File: src/design/crlg_pkg.sv
// ----------------------------------------------------------------------------
// crlg_pkg
// Types and codes shared by the capability rate limit gate.
// ----------------------------------------------------------------------------
package crlg_pkg;

  localparam logic [1:0] OP_LOAD_CAP  = 2'd0;
  localparam logic [1:0] OP_LOAD_PROF = 2'd1;
  localparam logic [1:0] OP_AUTH      = 2'd2;

  localparam logic [2:0] DEC_ALLOWED = 3'd0;
  localparam logic [2:0] DEC_INVALID = 3'd1;
  localparam logic [2:0] DEC_DENIED  = 3'd2;
  localparam logic [2:0] DEC_BAD_ENC = 3'd3;
  localparam logic [2:0] DEC_BAD_LEN = 3'd4;
  localparam logic [2:0] DEC_RATE    = 3'd5;
  localparam logic [2:0] DEC_UNSUP   = 3'd6;

  localparam logic [1:0] CFG_CAP_COUNT  = 2'd0;
  localparam logic [1:0] CFG_PROF_COUNT = 2'd1;
  localparam logic [1:0] CFG_GATE       = 2'd2;

  localparam logic [4:0]  NO_SLOT   = 5'd16;
  localparam logic [47:0] MS_MAX    = 48'hFFFF_FFFF_FFFF;
  localparam logic [9:0]  MS_PER_S  = 10'd1000;

  typedef struct packed {
    logic [1:0]  op;
    logic [3:0]  entry_index;
    logic [3:0]  res_kind;
    logic [15:0] rsrc_id;
    logic [5:0]  ops_mask;
    logic [15:0] payload_cap;
    logic [15:0] rate_hz;
    logic [3:0]  call_code;
    logic        id_present;
    logic [1:0]  payload_state;
    logic [15:0] req_len;
    logic [47:0] now_ms;
  } req_t;

  typedef struct packed {
    logic [2:0]  decision;
    logic [4:0]  matched_slot;
    logic [15:0] granted_payload_cap;
    logic [15:0] granted_rate_hz;
    logic [15:0] seen_payload_len;
    logic [47:0] next_ok_ms;
  } rsp_t;

endpackage

File: src/design/capability_rate_limit_gate_core.sv
// ----------------------------------------------------------------------------
// capability_rate_limit_gate_core
// Gates host calls against profile and capability tables with rate limits.
// ----------------------------------------------------------------------------
// For an authorize item that needs them, the profile and capability tables
// are scanned one register entry per cycle, then the 1000/rate interval
// comes from a 10-step restoring divider. busy is high throughout; the
// result shows for one cycle on rsp with rsp_valid, and cannot be held.
// ----------------------------------------------------------------------------
module capability_rate_limit_gate_core
  import crlg_pkg::*;
#(
  parameter int MAX_CAPS    = 16,
  parameter int MAX_PROFILE = 16
) (
  input  logic        clk,
  input  logic        rst,
  input  logic        start,
  output logic        busy,
  input  req_t        req,
  output logic        rsp_valid,
  output rsp_t        rsp,
  input  logic        cfg_valid,
  output logic        cfg_ready,
  input  logic [1:0]  cfg_index,
  input  logic [4:0]  cfg_data
);

  localparam int CW = (MAX_CAPS > 1) ? $clog2(MAX_CAPS) : 1;
  localparam int PW = (MAX_PROFILE > 1) ? $clog2(MAX_PROFILE) : 1;

  typedef enum logic [5:0] {
    S_IDLE = 6'b000001,
    S_PROF = 6'b000010,
    S_CAP  = 6'b000100,
    S_DIV  = 6'b001000,
    S_RATE = 6'b010000,
    S_DONE = 6'b100000
  } state_t;

  state_t state;
  req_t   r;
  rsp_t   res;
  logic [4:0] cap_count, profile_count;
  logic       gate_installed;

  logic [3:0]  cap_kind [MAX_CAPS];
  logic [15:0] cap_rid  [MAX_CAPS];
  logic [5:0]  cap_ops  [MAX_CAPS];
  logic [15:0] cap_pcap [MAX_CAPS];
  logic [15:0] cap_rate [MAX_CAPS];
  logic [47:0] last_grant [MAX_CAPS];
  logic [MAX_CAPS-1:0] grant_seen;
  logic [3:0]  prof_kind [MAX_PROFILE];
  logic [15:0] prof_rid  [MAX_PROFILE];

  logic [6:0]  scan;
  logic [3:0]  kind;
  logic [5:0]  opbit;
  logic [CW-1:0] slot;
  logic [9:0]  quo, rem_q;
  logic [15:0] rem;
  logic [3:0]  dstep;
  logic [4:0]  pn, cn;
  logic        cap_hit, len_chk;

  assign busy = (state != S_IDLE);
  assign cfg_ready = !busy && !start;
  assign pn = (32'(profile_count) > MAX_PROFILE) ? 5'(MAX_PROFILE) : profile_count;
  assign cn = (32'(cap_count) > MAX_CAPS) ? 5'(MAX_CAPS) : cap_count;

  // first response of an item; go_scan when an authorize needs the tables
  rsp_t init_res;
  logic go_scan;
  always_comb begin
    init_res = '0;
    init_res.matched_slot = NO_SLOT;
    go_scan = 1'b0;
    if (req.op == OP_AUTH) begin
      if (!gate_installed) init_res.decision = DEC_DENIED;
      else if (req.call_code <= 4'd3) init_res.decision = DEC_ALLOWED;
      else if (req.call_code > 4'd9) init_res.decision = DEC_UNSUP;
      else if (!req.id_present) init_res.decision = DEC_BAD_ENC;
      else go_scan = 1'b1;
    end
  end

  assign cap_hit = cap_kind[CW'(scan)] == kind && cap_rid[CW'(scan)] == r.rsrc_id
                   && (cap_ops[CW'(scan)] & opbit) != 6'd0;
  assign len_chk = cap_pcap[CW'(scan)] != 16'd0 &&
                   (r.call_code == 4'd7 || r.call_code == 4'd9);

  logic [16:0] rem_sh;
  logic [47:0] nxt_sum;
  logic [48:0] nxt_raw;
  logic [9:0]  interval;
  assign rem_sh   = {rem, quo[9]};
  assign interval = (rem_q == 10'd0) ? 10'd1 : rem_q;
  assign nxt_raw  = {1'b0, last_grant[slot]} + {39'd0, interval};
  assign nxt_sum  = nxt_raw[48] ? MS_MAX : nxt_raw[47:0];

  always_ff @(posedge clk) begin
    if (rst) begin
      rsp_valid <= 1'b0;
      state <= S_IDLE;
      cap_count <= '0;
      profile_count <= '0;
      gate_installed <= 1'b0;
      grant_seen <= '0;
      for (int i = 0; i < MAX_CAPS; i++) last_grant[i] <= '0;
    end else begin
      rsp_valid <= (state == S_DONE);
      if (cfg_valid && cfg_ready) begin
        unique case (cfg_index)
          CFG_CAP_COUNT:  cap_count <= cfg_data;
          CFG_PROF_COUNT: profile_count <= cfg_data;
          CFG_GATE:       gate_installed <= cfg_data[0];
          default: ;
        endcase
      end
      unique case (state)
        S_IDLE: begin
          if (start) begin
            r <= req;
            res <= init_res;
            scan <= '0;
            state <= go_scan ? S_PROF : S_DONE;
            if (req.op == OP_LOAD_CAP) begin
              if (32'(req.entry_index) < MAX_CAPS) begin
                cap_kind[CW'(req.entry_index)] <= req.res_kind;
                cap_rid[CW'(req.entry_index)]  <= req.rsrc_id;
                cap_ops[CW'(req.entry_index)]  <= req.ops_mask;
                cap_pcap[CW'(req.entry_index)] <= req.payload_cap;
                cap_rate[CW'(req.entry_index)] <= req.rate_hz;
                last_grant[CW'(req.entry_index)] <= '0;
                grant_seen[CW'(req.entry_index)] <= 1'b0;
              end
            end else if (req.op == OP_LOAD_PROF) begin
              if (32'(req.entry_index) < MAX_PROFILE) begin
                prof_kind[PW'(req.entry_index)] <= req.res_kind;
                prof_rid[PW'(req.entry_index)]  <= req.rsrc_id;
              end
            end else if (req.op == OP_AUTH) begin
              kind <= (req.call_code <= 4'd6) ? 4'd0 : 4'd1;
              unique case (req.call_code)
                4'd4: opbit <= 6'd1;
                4'd5: opbit <= 6'd2;
                4'd6, 4'd8: opbit <= 6'd4;
                4'd7: opbit <= 6'd8;
                default: opbit <= 6'd16;
              endcase
            end
          end
        end
        S_PROF: begin
          if (scan >= 7'(pn)) begin
            res.decision <= DEC_INVALID;
            state <= S_DONE;
          end else if (prof_rid[PW'(scan)] == r.rsrc_id) begin
            if (prof_kind[PW'(scan)] != kind) begin
              res.decision <= DEC_INVALID;
              state <= S_DONE;
            end else begin
              scan <= '0;
              state <= S_CAP;
            end
          end else begin
            scan <= scan + 7'd1;
          end
        end
        S_CAP: begin
          if (scan >= 7'(cn)) begin
            res.decision <= DEC_DENIED;
            state <= S_DONE;
          end else if (cap_hit) begin
            slot <= CW'(scan);
            res.matched_slot <= 5'(scan);
            res.granted_payload_cap <= cap_pcap[CW'(scan)];
            res.granted_rate_hz <= cap_rate[CW'(scan)];
            if (len_chk && r.payload_state[1]) begin
              res.decision <= DEC_BAD_ENC;
              state <= S_DONE;
            end else if (len_chk && r.payload_state[0] &&
                         r.req_len > cap_pcap[CW'(scan)]) begin
              res.decision <= DEC_BAD_LEN;
              res.seen_payload_len <= r.req_len;
              state <= S_DONE;
            end else begin
              res.seen_payload_len <= (len_chk && r.payload_state[0]) ? r.req_len : 16'd0;
              if (cap_rate[CW'(scan)] == 16'd0) begin
                res.decision <= DEC_ALLOWED;
                state <= S_DONE;
              end else begin
                quo <= MS_PER_S;
                rem <= '0;
                dstep <= '0;
                state <= S_DIV;
              end
            end
          end else begin
            scan <= scan + 7'd1;
          end
        end
        S_DIV: begin
          // restoring divide, quotient shifts into quo
          if (rem_sh >= {1'b0, res.granted_rate_hz}) begin
            rem <= 16'(rem_sh - {1'b0, res.granted_rate_hz});
            quo <= {quo[8:0], 1'b1};
          end else begin
            rem <= rem_sh[15:0];
            quo <= {quo[8:0], 1'b0};
          end
          dstep <= dstep + 4'd1;
          if (dstep == 4'd9) state <= S_RATE;
        end
        S_RATE: begin
          if (grant_seen[slot] && r.now_ms < nxt_sum) begin
            res.decision <= DEC_RATE;
            res.next_ok_ms <= nxt_sum;
          end else begin
            res.decision <= DEC_ALLOWED;
            res.next_ok_ms <= grant_seen[slot] ? nxt_sum : r.now_ms;
            last_grant[slot] <= r.now_ms;
            grant_seen[slot] <= 1'b1;
          end
          state <= S_DONE;
        end
        S_DONE: begin
          state <= S_IDLE;
        end
        default: state <= S_IDLE;
      endcase
    end
  end

  assign rem_q = quo;
  assign rsp = res;

  a_busy_onehot: assert property (@(posedge clk) disable iff (rst) $onehot(state))
    else $error("state not one-hot");
  a_done_strobe: assert property (@(posedge clk) disable iff (rst)
    state == S_DONE |=> rsp_valid && state == S_IDLE) else $error("no strobe");
  a_strobe_src: assert property (@(posedge clk) disable iff (rst)
    rsp_valid |-> $past(state) == S_DONE) else $error("stray strobe");
  a_rate_div: assert property (@(posedge clk) disable iff (rst)
    state == S_RATE |-> res.granted_rate_hz != 16'd0) else $error("div by zero");

endmodule
File: config.mk
export PLATFORM = sky130hd
export DESIGN_NAME = capability_rate_limit_gate_core
export DESIGN_NICKNAME = d
export VERILOG_FILES = /design/src/design/crlg_pkg.sv /design/src/design/capability_rate_limit_gate_core.sv
export SDC_FILE = /design/constraint.sdc
export NUM_CORES = 2
export LEC_CHECK = 0
export ABC_AREA = 1
export BUFFER_PORTS_ARGS = -buffer_cell sky130_fd_sc_hd__buf_2
export CORE_ASPECT_RATIO = 1.75
export CORE_MARGIN = 10
export CORE_UTILIZATION = 45
export CTS_CLUSTER_DIAMETER = 120
export DETAILED_ROUTE_END_ITERATION = 10
export PLACE_DENSITY = 0.58
export SETUP_SLACK_MARGIN = 0.02
export SYNTH_ARGS = -nofsm -noshare
export SYNTH_HDL_FRONTEND = slang
export SYNTH_SLANG_ARGS = --single-unit
File: constraint.sdc
create_clock -name clk -period 15.3 [get_ports clk]
set_input_delay 0.765 -clock clk [delete_from_list [all_inputs] [get_ports clk]]
set_output_delay 0.765 -clock clk [all_outputs]
set_load 0.05 [all_outputs]
== Word-level counts from Yosys, hierarchy flattened ==
Memory sizes are Yosys's and may differ from the RTL's. A register that Yosys moved wholly into a read port is not among the register bits.
Index checks and enable logic that the tools add are counted.

* Register bits after elaboration: 275
* Bits in latches: 0
* Bits in writable memories: 2016
* Bits in read-only memories: 0
* Input bits: 146
* Word-level logic and storage cells: 254
* Memories kept: 8

* Add/subtract/negate cells: 4
* Multipliers: 0
* Divide/modulo/power cells: 0
* Order comparisons: 14
* Equality and inequality tests: 39
* Shift-type cells: 0
* Muxes and demuxes: 115
* Bitwise operators: 8
* Reductions and logical operators: 42

{| class="wikitable"
|+ Memory list
! memory !! words !! bits a word !! read ports !! clocked after memory_dff !! wr ports !! RTL line !! source
|-
| last_grant || 16 || 48 || 1 || 1 || 16 || capability_rate_limit_gate_core.sv:52 || <nowiki>logic [47:0] last_grant [MAX_CAPS];</nowiki>
|-
| cap_pcap || 16 || 16 || 1 || 1 || 1 || capability_rate_limit_gate_core.sv:50 || <nowiki>logic [15:0] cap_pcap [MAX_CAPS];</nowiki>
|-
| cap_rate || 16 || 16 || 1 || 1 || 1 || capability_rate_limit_gate_core.sv:51 || <nowiki>logic [15:0] cap_rate [MAX_CAPS];</nowiki>
|-
| cap_rid || 16 || 16 || 1 || 1 || 1 || capability_rate_limit_gate_core.sv:48 || <nowiki>logic [15:0] cap_rid [MAX_CAPS];</nowiki>
|-
| prof_rid || 16 || 16 || 1 || 1 || 1 || capability_rate_limit_gate_core.sv:55 || <nowiki>logic [15:0] prof_rid [MAX_PROFILE];</nowiki>
|-
| cap_ops || 16 || 6 || 1 || 1 || 1 || capability_rate_limit_gate_core.sv:49 || <nowiki>logic [5:0] cap_ops [MAX_CAPS];</nowiki>
|-
| +2 memories || n/a || n/a || n/a || n/a || n/a || n/a ||
|}

{| class="wikitable"
|+ Operator list
! operator !! number
|-
| 48-bit two-way mux || 5
|-
| 16-bit two-way mux || 12
|-
| 53-bit one-hot mux with 2 select lines || 1
|-
| 104-bit two-way mux || 1
|-
| 48-bit one-hot mux with 2 select lines || 1
|-
| 48-bit OR reduction || 2
|-
| 6-bit two-way mux || 11
|-
| 16-bit one-hot mux with 2 select lines || 2
|-
| 10-bit two-way mux || 6
|-
| 4-bit two-way mux || 15
|-
| 56-bit two-way mux || 1
|-
| 53-bit two-way mux || 1
|-
| 48-bit by 10-bit adder with 49-bit output || 1
|-
| 48-bit < comparator || 1
|-
| 7-bit two-way mux || 6
|-
| 3-bit two-way mux || 12
|-
| 16-bit equality test || 2
|-
| 6-bit one-hot mux with 5 select lines || 1
|-
| 1-bit two-way mux || 29
|-
| 2-bit != test, second input constant || 11
|-
| 7-bit one-hot mux with 3 select lines || 1
|-
| 7-bit AND reduction || 3
|-
| 4-bit by 3-bit equality test with 1-bit output, second input constant || 5
|-
| 10-bit one-hot mux with 2 select lines || 1
|-
| 55 further kinds || 91
|}

== Logic depth before layout (Yosys ltp) ==
* Word-level depth: 12
* Depth in mapped cells: 46

== Worst setup path before layout ==
OpenSTA, ideal clock, no wires.

* Kind: reg2reg
* Start point: register with a tool-made name
* End point: memory last_grant[7][0], enable pin
* Data arrival time: 9869 ps
* Setup slack: 4911 ps
* Stages on the path, launching flop included: 40
* Cell sequence: dfxtp_1 > buf_6 > inv_6 > buf_6 > buf_2 > buf_1 > buf_1 > nand3_1 > a211o_1 > o31ai_1 > inv_1 > ha_1 > nand2_1 > nor2_1 > nand4_1 > o211ai_1 > nand3_4 > nor2_4 > (+4 left out) > nor4_1 > nand3_1 > xor2_1 > nor2_1 > ha_1 > nand2_1 > inv_1 > nand4_1 > nor4_1 > a2111oi_0 > nand2_2 > nand2_2 > buf_6 > nand2_1 > nand2_2 > nand3_4 > buf_8 > o21ai_0

{| class="wikitable"
|+ RTL lines
! what !! RTL line
|-
| end: declaration || capability_rate_limit_gate_core.sv:52
|}

==> impl_metrics.ini <==
[run_status]
status = finished clean

[routing]
route.detailed.wl_per_inst_um = 27.4
via_per_inst = 5.98
antenna_violating_nets_left = 0
first_iter_violations = 6925
vias = 70055
drt-pass1-iter-count = 6
aggregate_routed_wire_length_um = 321000
route.detailed.drc = 0

[sta]
final_hold_slack_ns = 0.0610
setup_viol = 0
finalWorstPathRequiredPeriod_ns = 12.60
clock_skew_ns = 0.0517
worst_pin_slew_ns = 1.19
drv_slew = 0
period_share_pct = 82.3
hold_violation_total_from_the_final_report = 0
timing.fmax_ghz = 0.0794
setup-tns-final_ns = 0
unrepaired_setup_endpoints_after_global_routing = no
max-slew-margin-rel_pct = 20.3

[die]
core.rowCount = 232
overall_die_area_um2 = 249000
die_y_um = 653
num_io_pins = 253
design.core.area_um2 = 228000
die_x_um = 381
start_util_pct = 45.2

[logic_synthesis]
syn-num-nets = 8771
post_synthesis_sequential_area_ratio_pct = 66.1
ys_async_sr_fraction_pct = 0
synth.cell_area_um2 = 103000
post_synth_fa_ha_maj_area_fraction_pct = 1.28
yosys_most_used_dff = sky130_fd_sc_hd__edfxtp_1
synth_xor_area_share_pct = 0.596
synth_simple_gate_area_share_pct = 17.1
synth_top_cell_by_area = sky130_fd_sc_hd__edfxtp_1
synth-compound-area-share_pct = 9.34
ys_top_cells_by_area = sky130_fd_sc_hd__edfxtp_1 (65%), sky130_fd_sc_hd__nor3_2 (5.4%), sky130_fd_sc_hd__nor2_1 (3.7%), sky130_fd_sc_hd__o21ai_0 (3.7%), sky130_fd_sc_hd__nand2_1 (3.6%)
yosys_register_bits = 2279
synth.mux.area_fraction_pct = 0
netlist-cell-type-count = 59
netlist.area_leader.share_pct = 65.3
synth_enable_flop_cells = 2237
post_synth_inst_count = 8521
postSynthAreaPerCell_um2 = 12.1
largest_family_of_logic_cells_by_synthesized_area = simple AND/OR/NAND/NOR gates
synth_warnings = 0

[critical_path]
worst-setup-path-type = reg -> reg
worst-r2r-cell-count = 41
slowest_delay_ns = 0.90
cp_max_fo = 72
critPathSlowestCell = sky130_fd_sc_hd__nor3_1
end_kind = flop
worst_flop_to_flop_path_endpoint = last_grant[12][22]
crit_required_ns = 15.85
worst_ep_arrival_time_ns = 13.14
crit_path_frequent_cell = sky130_fd_sc_hd__nand2_1
startpoint_type = flop
regToRegSetupSlack_ns = 2.70

[clocking]
cts_htree_levels = 4
tritoncts.num_buffers = 214
quantity_of_gates_resized_following_cts = 0
tritoncts = yes
cts.clk_slew.worst_paths_ns = 0.06
clock_tree.buffer_depth = 4
clk-insertion-delay-late_ns = 0.89
number_of_sinks_on_the_clock_net = 2279
root_buffer = sky130_fd_sc_hd__clkbuf_16

[power_and_ir_drop]
vdd.ir_drop.worst_uv = 157
cellPowerDensity_nw_per_um2 = 133
power_leakage_uw = 0.0370

[finish]
finalInstanceArea_um2 = 112000
number_of_nets_in_the_finished_design = 8731
final_cells = 11712
syn2layout_area_growth_pct = 9.28
layout-drive-gt1-share_pct = 16.2
utilization_pct = 49.3

[global_route]
grt_start_max_net_pins = 177
globalRoute.totalOverflow = 0
grt.total_usage_pct = 24.9
grt_pass1_vias = 68915
grt_pass1_wl_um = 466000
grt_antenna_before_repair = 57

[place]
io_buffer_count = 251
dp_cells = 11306
gp_routability_congestion = 0.947
placed_area_um2 = 106000
place_hpwl_um = 188000

[worst_hold_path]
holdCritPathClass = in -> reg
timing.hold.worst_path_depth = 1
whs_endpoint = r[62]
min-delay-start = req[62]

[job]
max_cap_viol_count = 0
[metal layers]
layer	GRT usage, %	share of wire, %	vias up
met5	0	0.039	-
met4	11.6	5.0	18
met3	4.11	7.8	749
met2	42.7	49	3062
met1	30.8	38	35283
li1	-	-	30943
[metrics by stage]
stage	setup WS, ns	total power, µW
after floorplan	4.91	8860
after global routing	2.23	15500
after CTS	2.84	15100
after detailed placement	2.92	9800
final	2.70	15000
after global placement	3.02	9750
[report_power, final]
part,internal [µW],switching (µW)
combinational,615,1850
sequential,7040,174
clock,2950,2370
[critical path: cells and delay by family, from the launching register on]
kind                       cells  cell delay (ns)
buffers and inverters          6             3.14
adders and majority gates      2             0.59
xor gates and xnor gates       1             0.33
AOI/OAI and AO/OA              8             1.71
and+or+nand+nor               24             5.84
DFF                            1             0.40
[synth_stat cells (all sizes together) (40+ instances only)]
cell type / instances
nand3: 449
nor2: 1032
o21ai: 833
o22ai: 110
buf: 351
dfxtp: 42
xor2: 40
clkbuf: 321
inv: 374
nor3: 794
o221ai: 190
ha: 102
nor4: 49
a21oi: 235
o211ai: 134
nand2: 1024
edfxtp: 2237
[worst max path at each step]
stage,slack (ns),cells past startpoint,start,to
after detailed placement,2.92,41,flop,last_grant[12][22]
after global placement,3.02,40,flop,last_grant[12][22]
after CTS,2.84,41,flop,last_grant[12][22]
after floorplan,4.91,39,flop,last_grant[7][0]
after global routing,2.23,41,flop,last_grant[12][22]
final,2.70,41,flop,last_grant[12][22]
[state kept, by name, indices dropped and copies added (netlist names), 10 cells and up, named ones only]
| register | count |
|---|---|
| grant_seen | 16 |
| cap_rate | 256 |
| last_grant | 768 |
| cap_rid | 256 |
| cap_pcap | 256 |
| cap_kind | 64 |
| prof_rid | 256 |
| cap_ops | 80 |
| quo | 10 |
| rem | 16 |
| prof_kind | 64 |
| rsp | 104 |
| r | 86 |
[timing repair]
action | CTS | global route
hold buffers | 1 | 0
buffers inserted | 0 | 0
hold endpoints to repair | 1 | 0
[logic make-up after synthesis]
family / Yosys count
buffers and inverters: 1049
flip-flops: 2279
XOR/XNOR: 70
AND/OR/NAND/NOR: 3405
adder cells (fa/ha/maj): 104
AO/OA/AOI/OAI: 1614
[placed cells by master, fill, tap and decap left out, drive strengths merged, types with 3 or more instances in the layout]
cell type	synthesis	routed
bufinv	0	21
o21bai	3	3
a2111oi	4	4
a221oi	33	33
or2	10	10
o211ai	134	134
a211oi	8	8
nor4	49	49
a311o	6	6
nor3	794	794
xnor2	30	30
o22ai	110	110
diode	0	19
xor2	40	40
a211o	4	4
a31oi	14	14
or3	6	6
inv	374	382
nand4	34	34
nand3	449	449
o221ai	190	190
nand3b	5	5
ha	102	102
o41ai	5	5
o21a	7	7
buf	351	415
o31ai	14	14
o21ai	833	833
nand2	1024	1024
a21oi	235	235
edfxtp	2237	2237
dfxtp	42	42
clkinvlp	0	9
nor2	1032	1032
o311ai	4	4
clkinv	3	106
clkbuf	321	245
[layout make-up]
class / count / area (µm²)
Timing Repair Buffer: 416 / 2710
Clock buffer: 245 / 5560
Antenna cell: 19 / 47.5
Tap cell: 3042 / 3810
Sequential cell: 2279 / 68000
Multi-Input combinational cell: 5193 / 29600
Inverter: 377 / 1470
Clock inverter: 141 / 1220
Fill cell: 19848 / 115000
No activity file was read; power rests on OpenSTA's default activity.
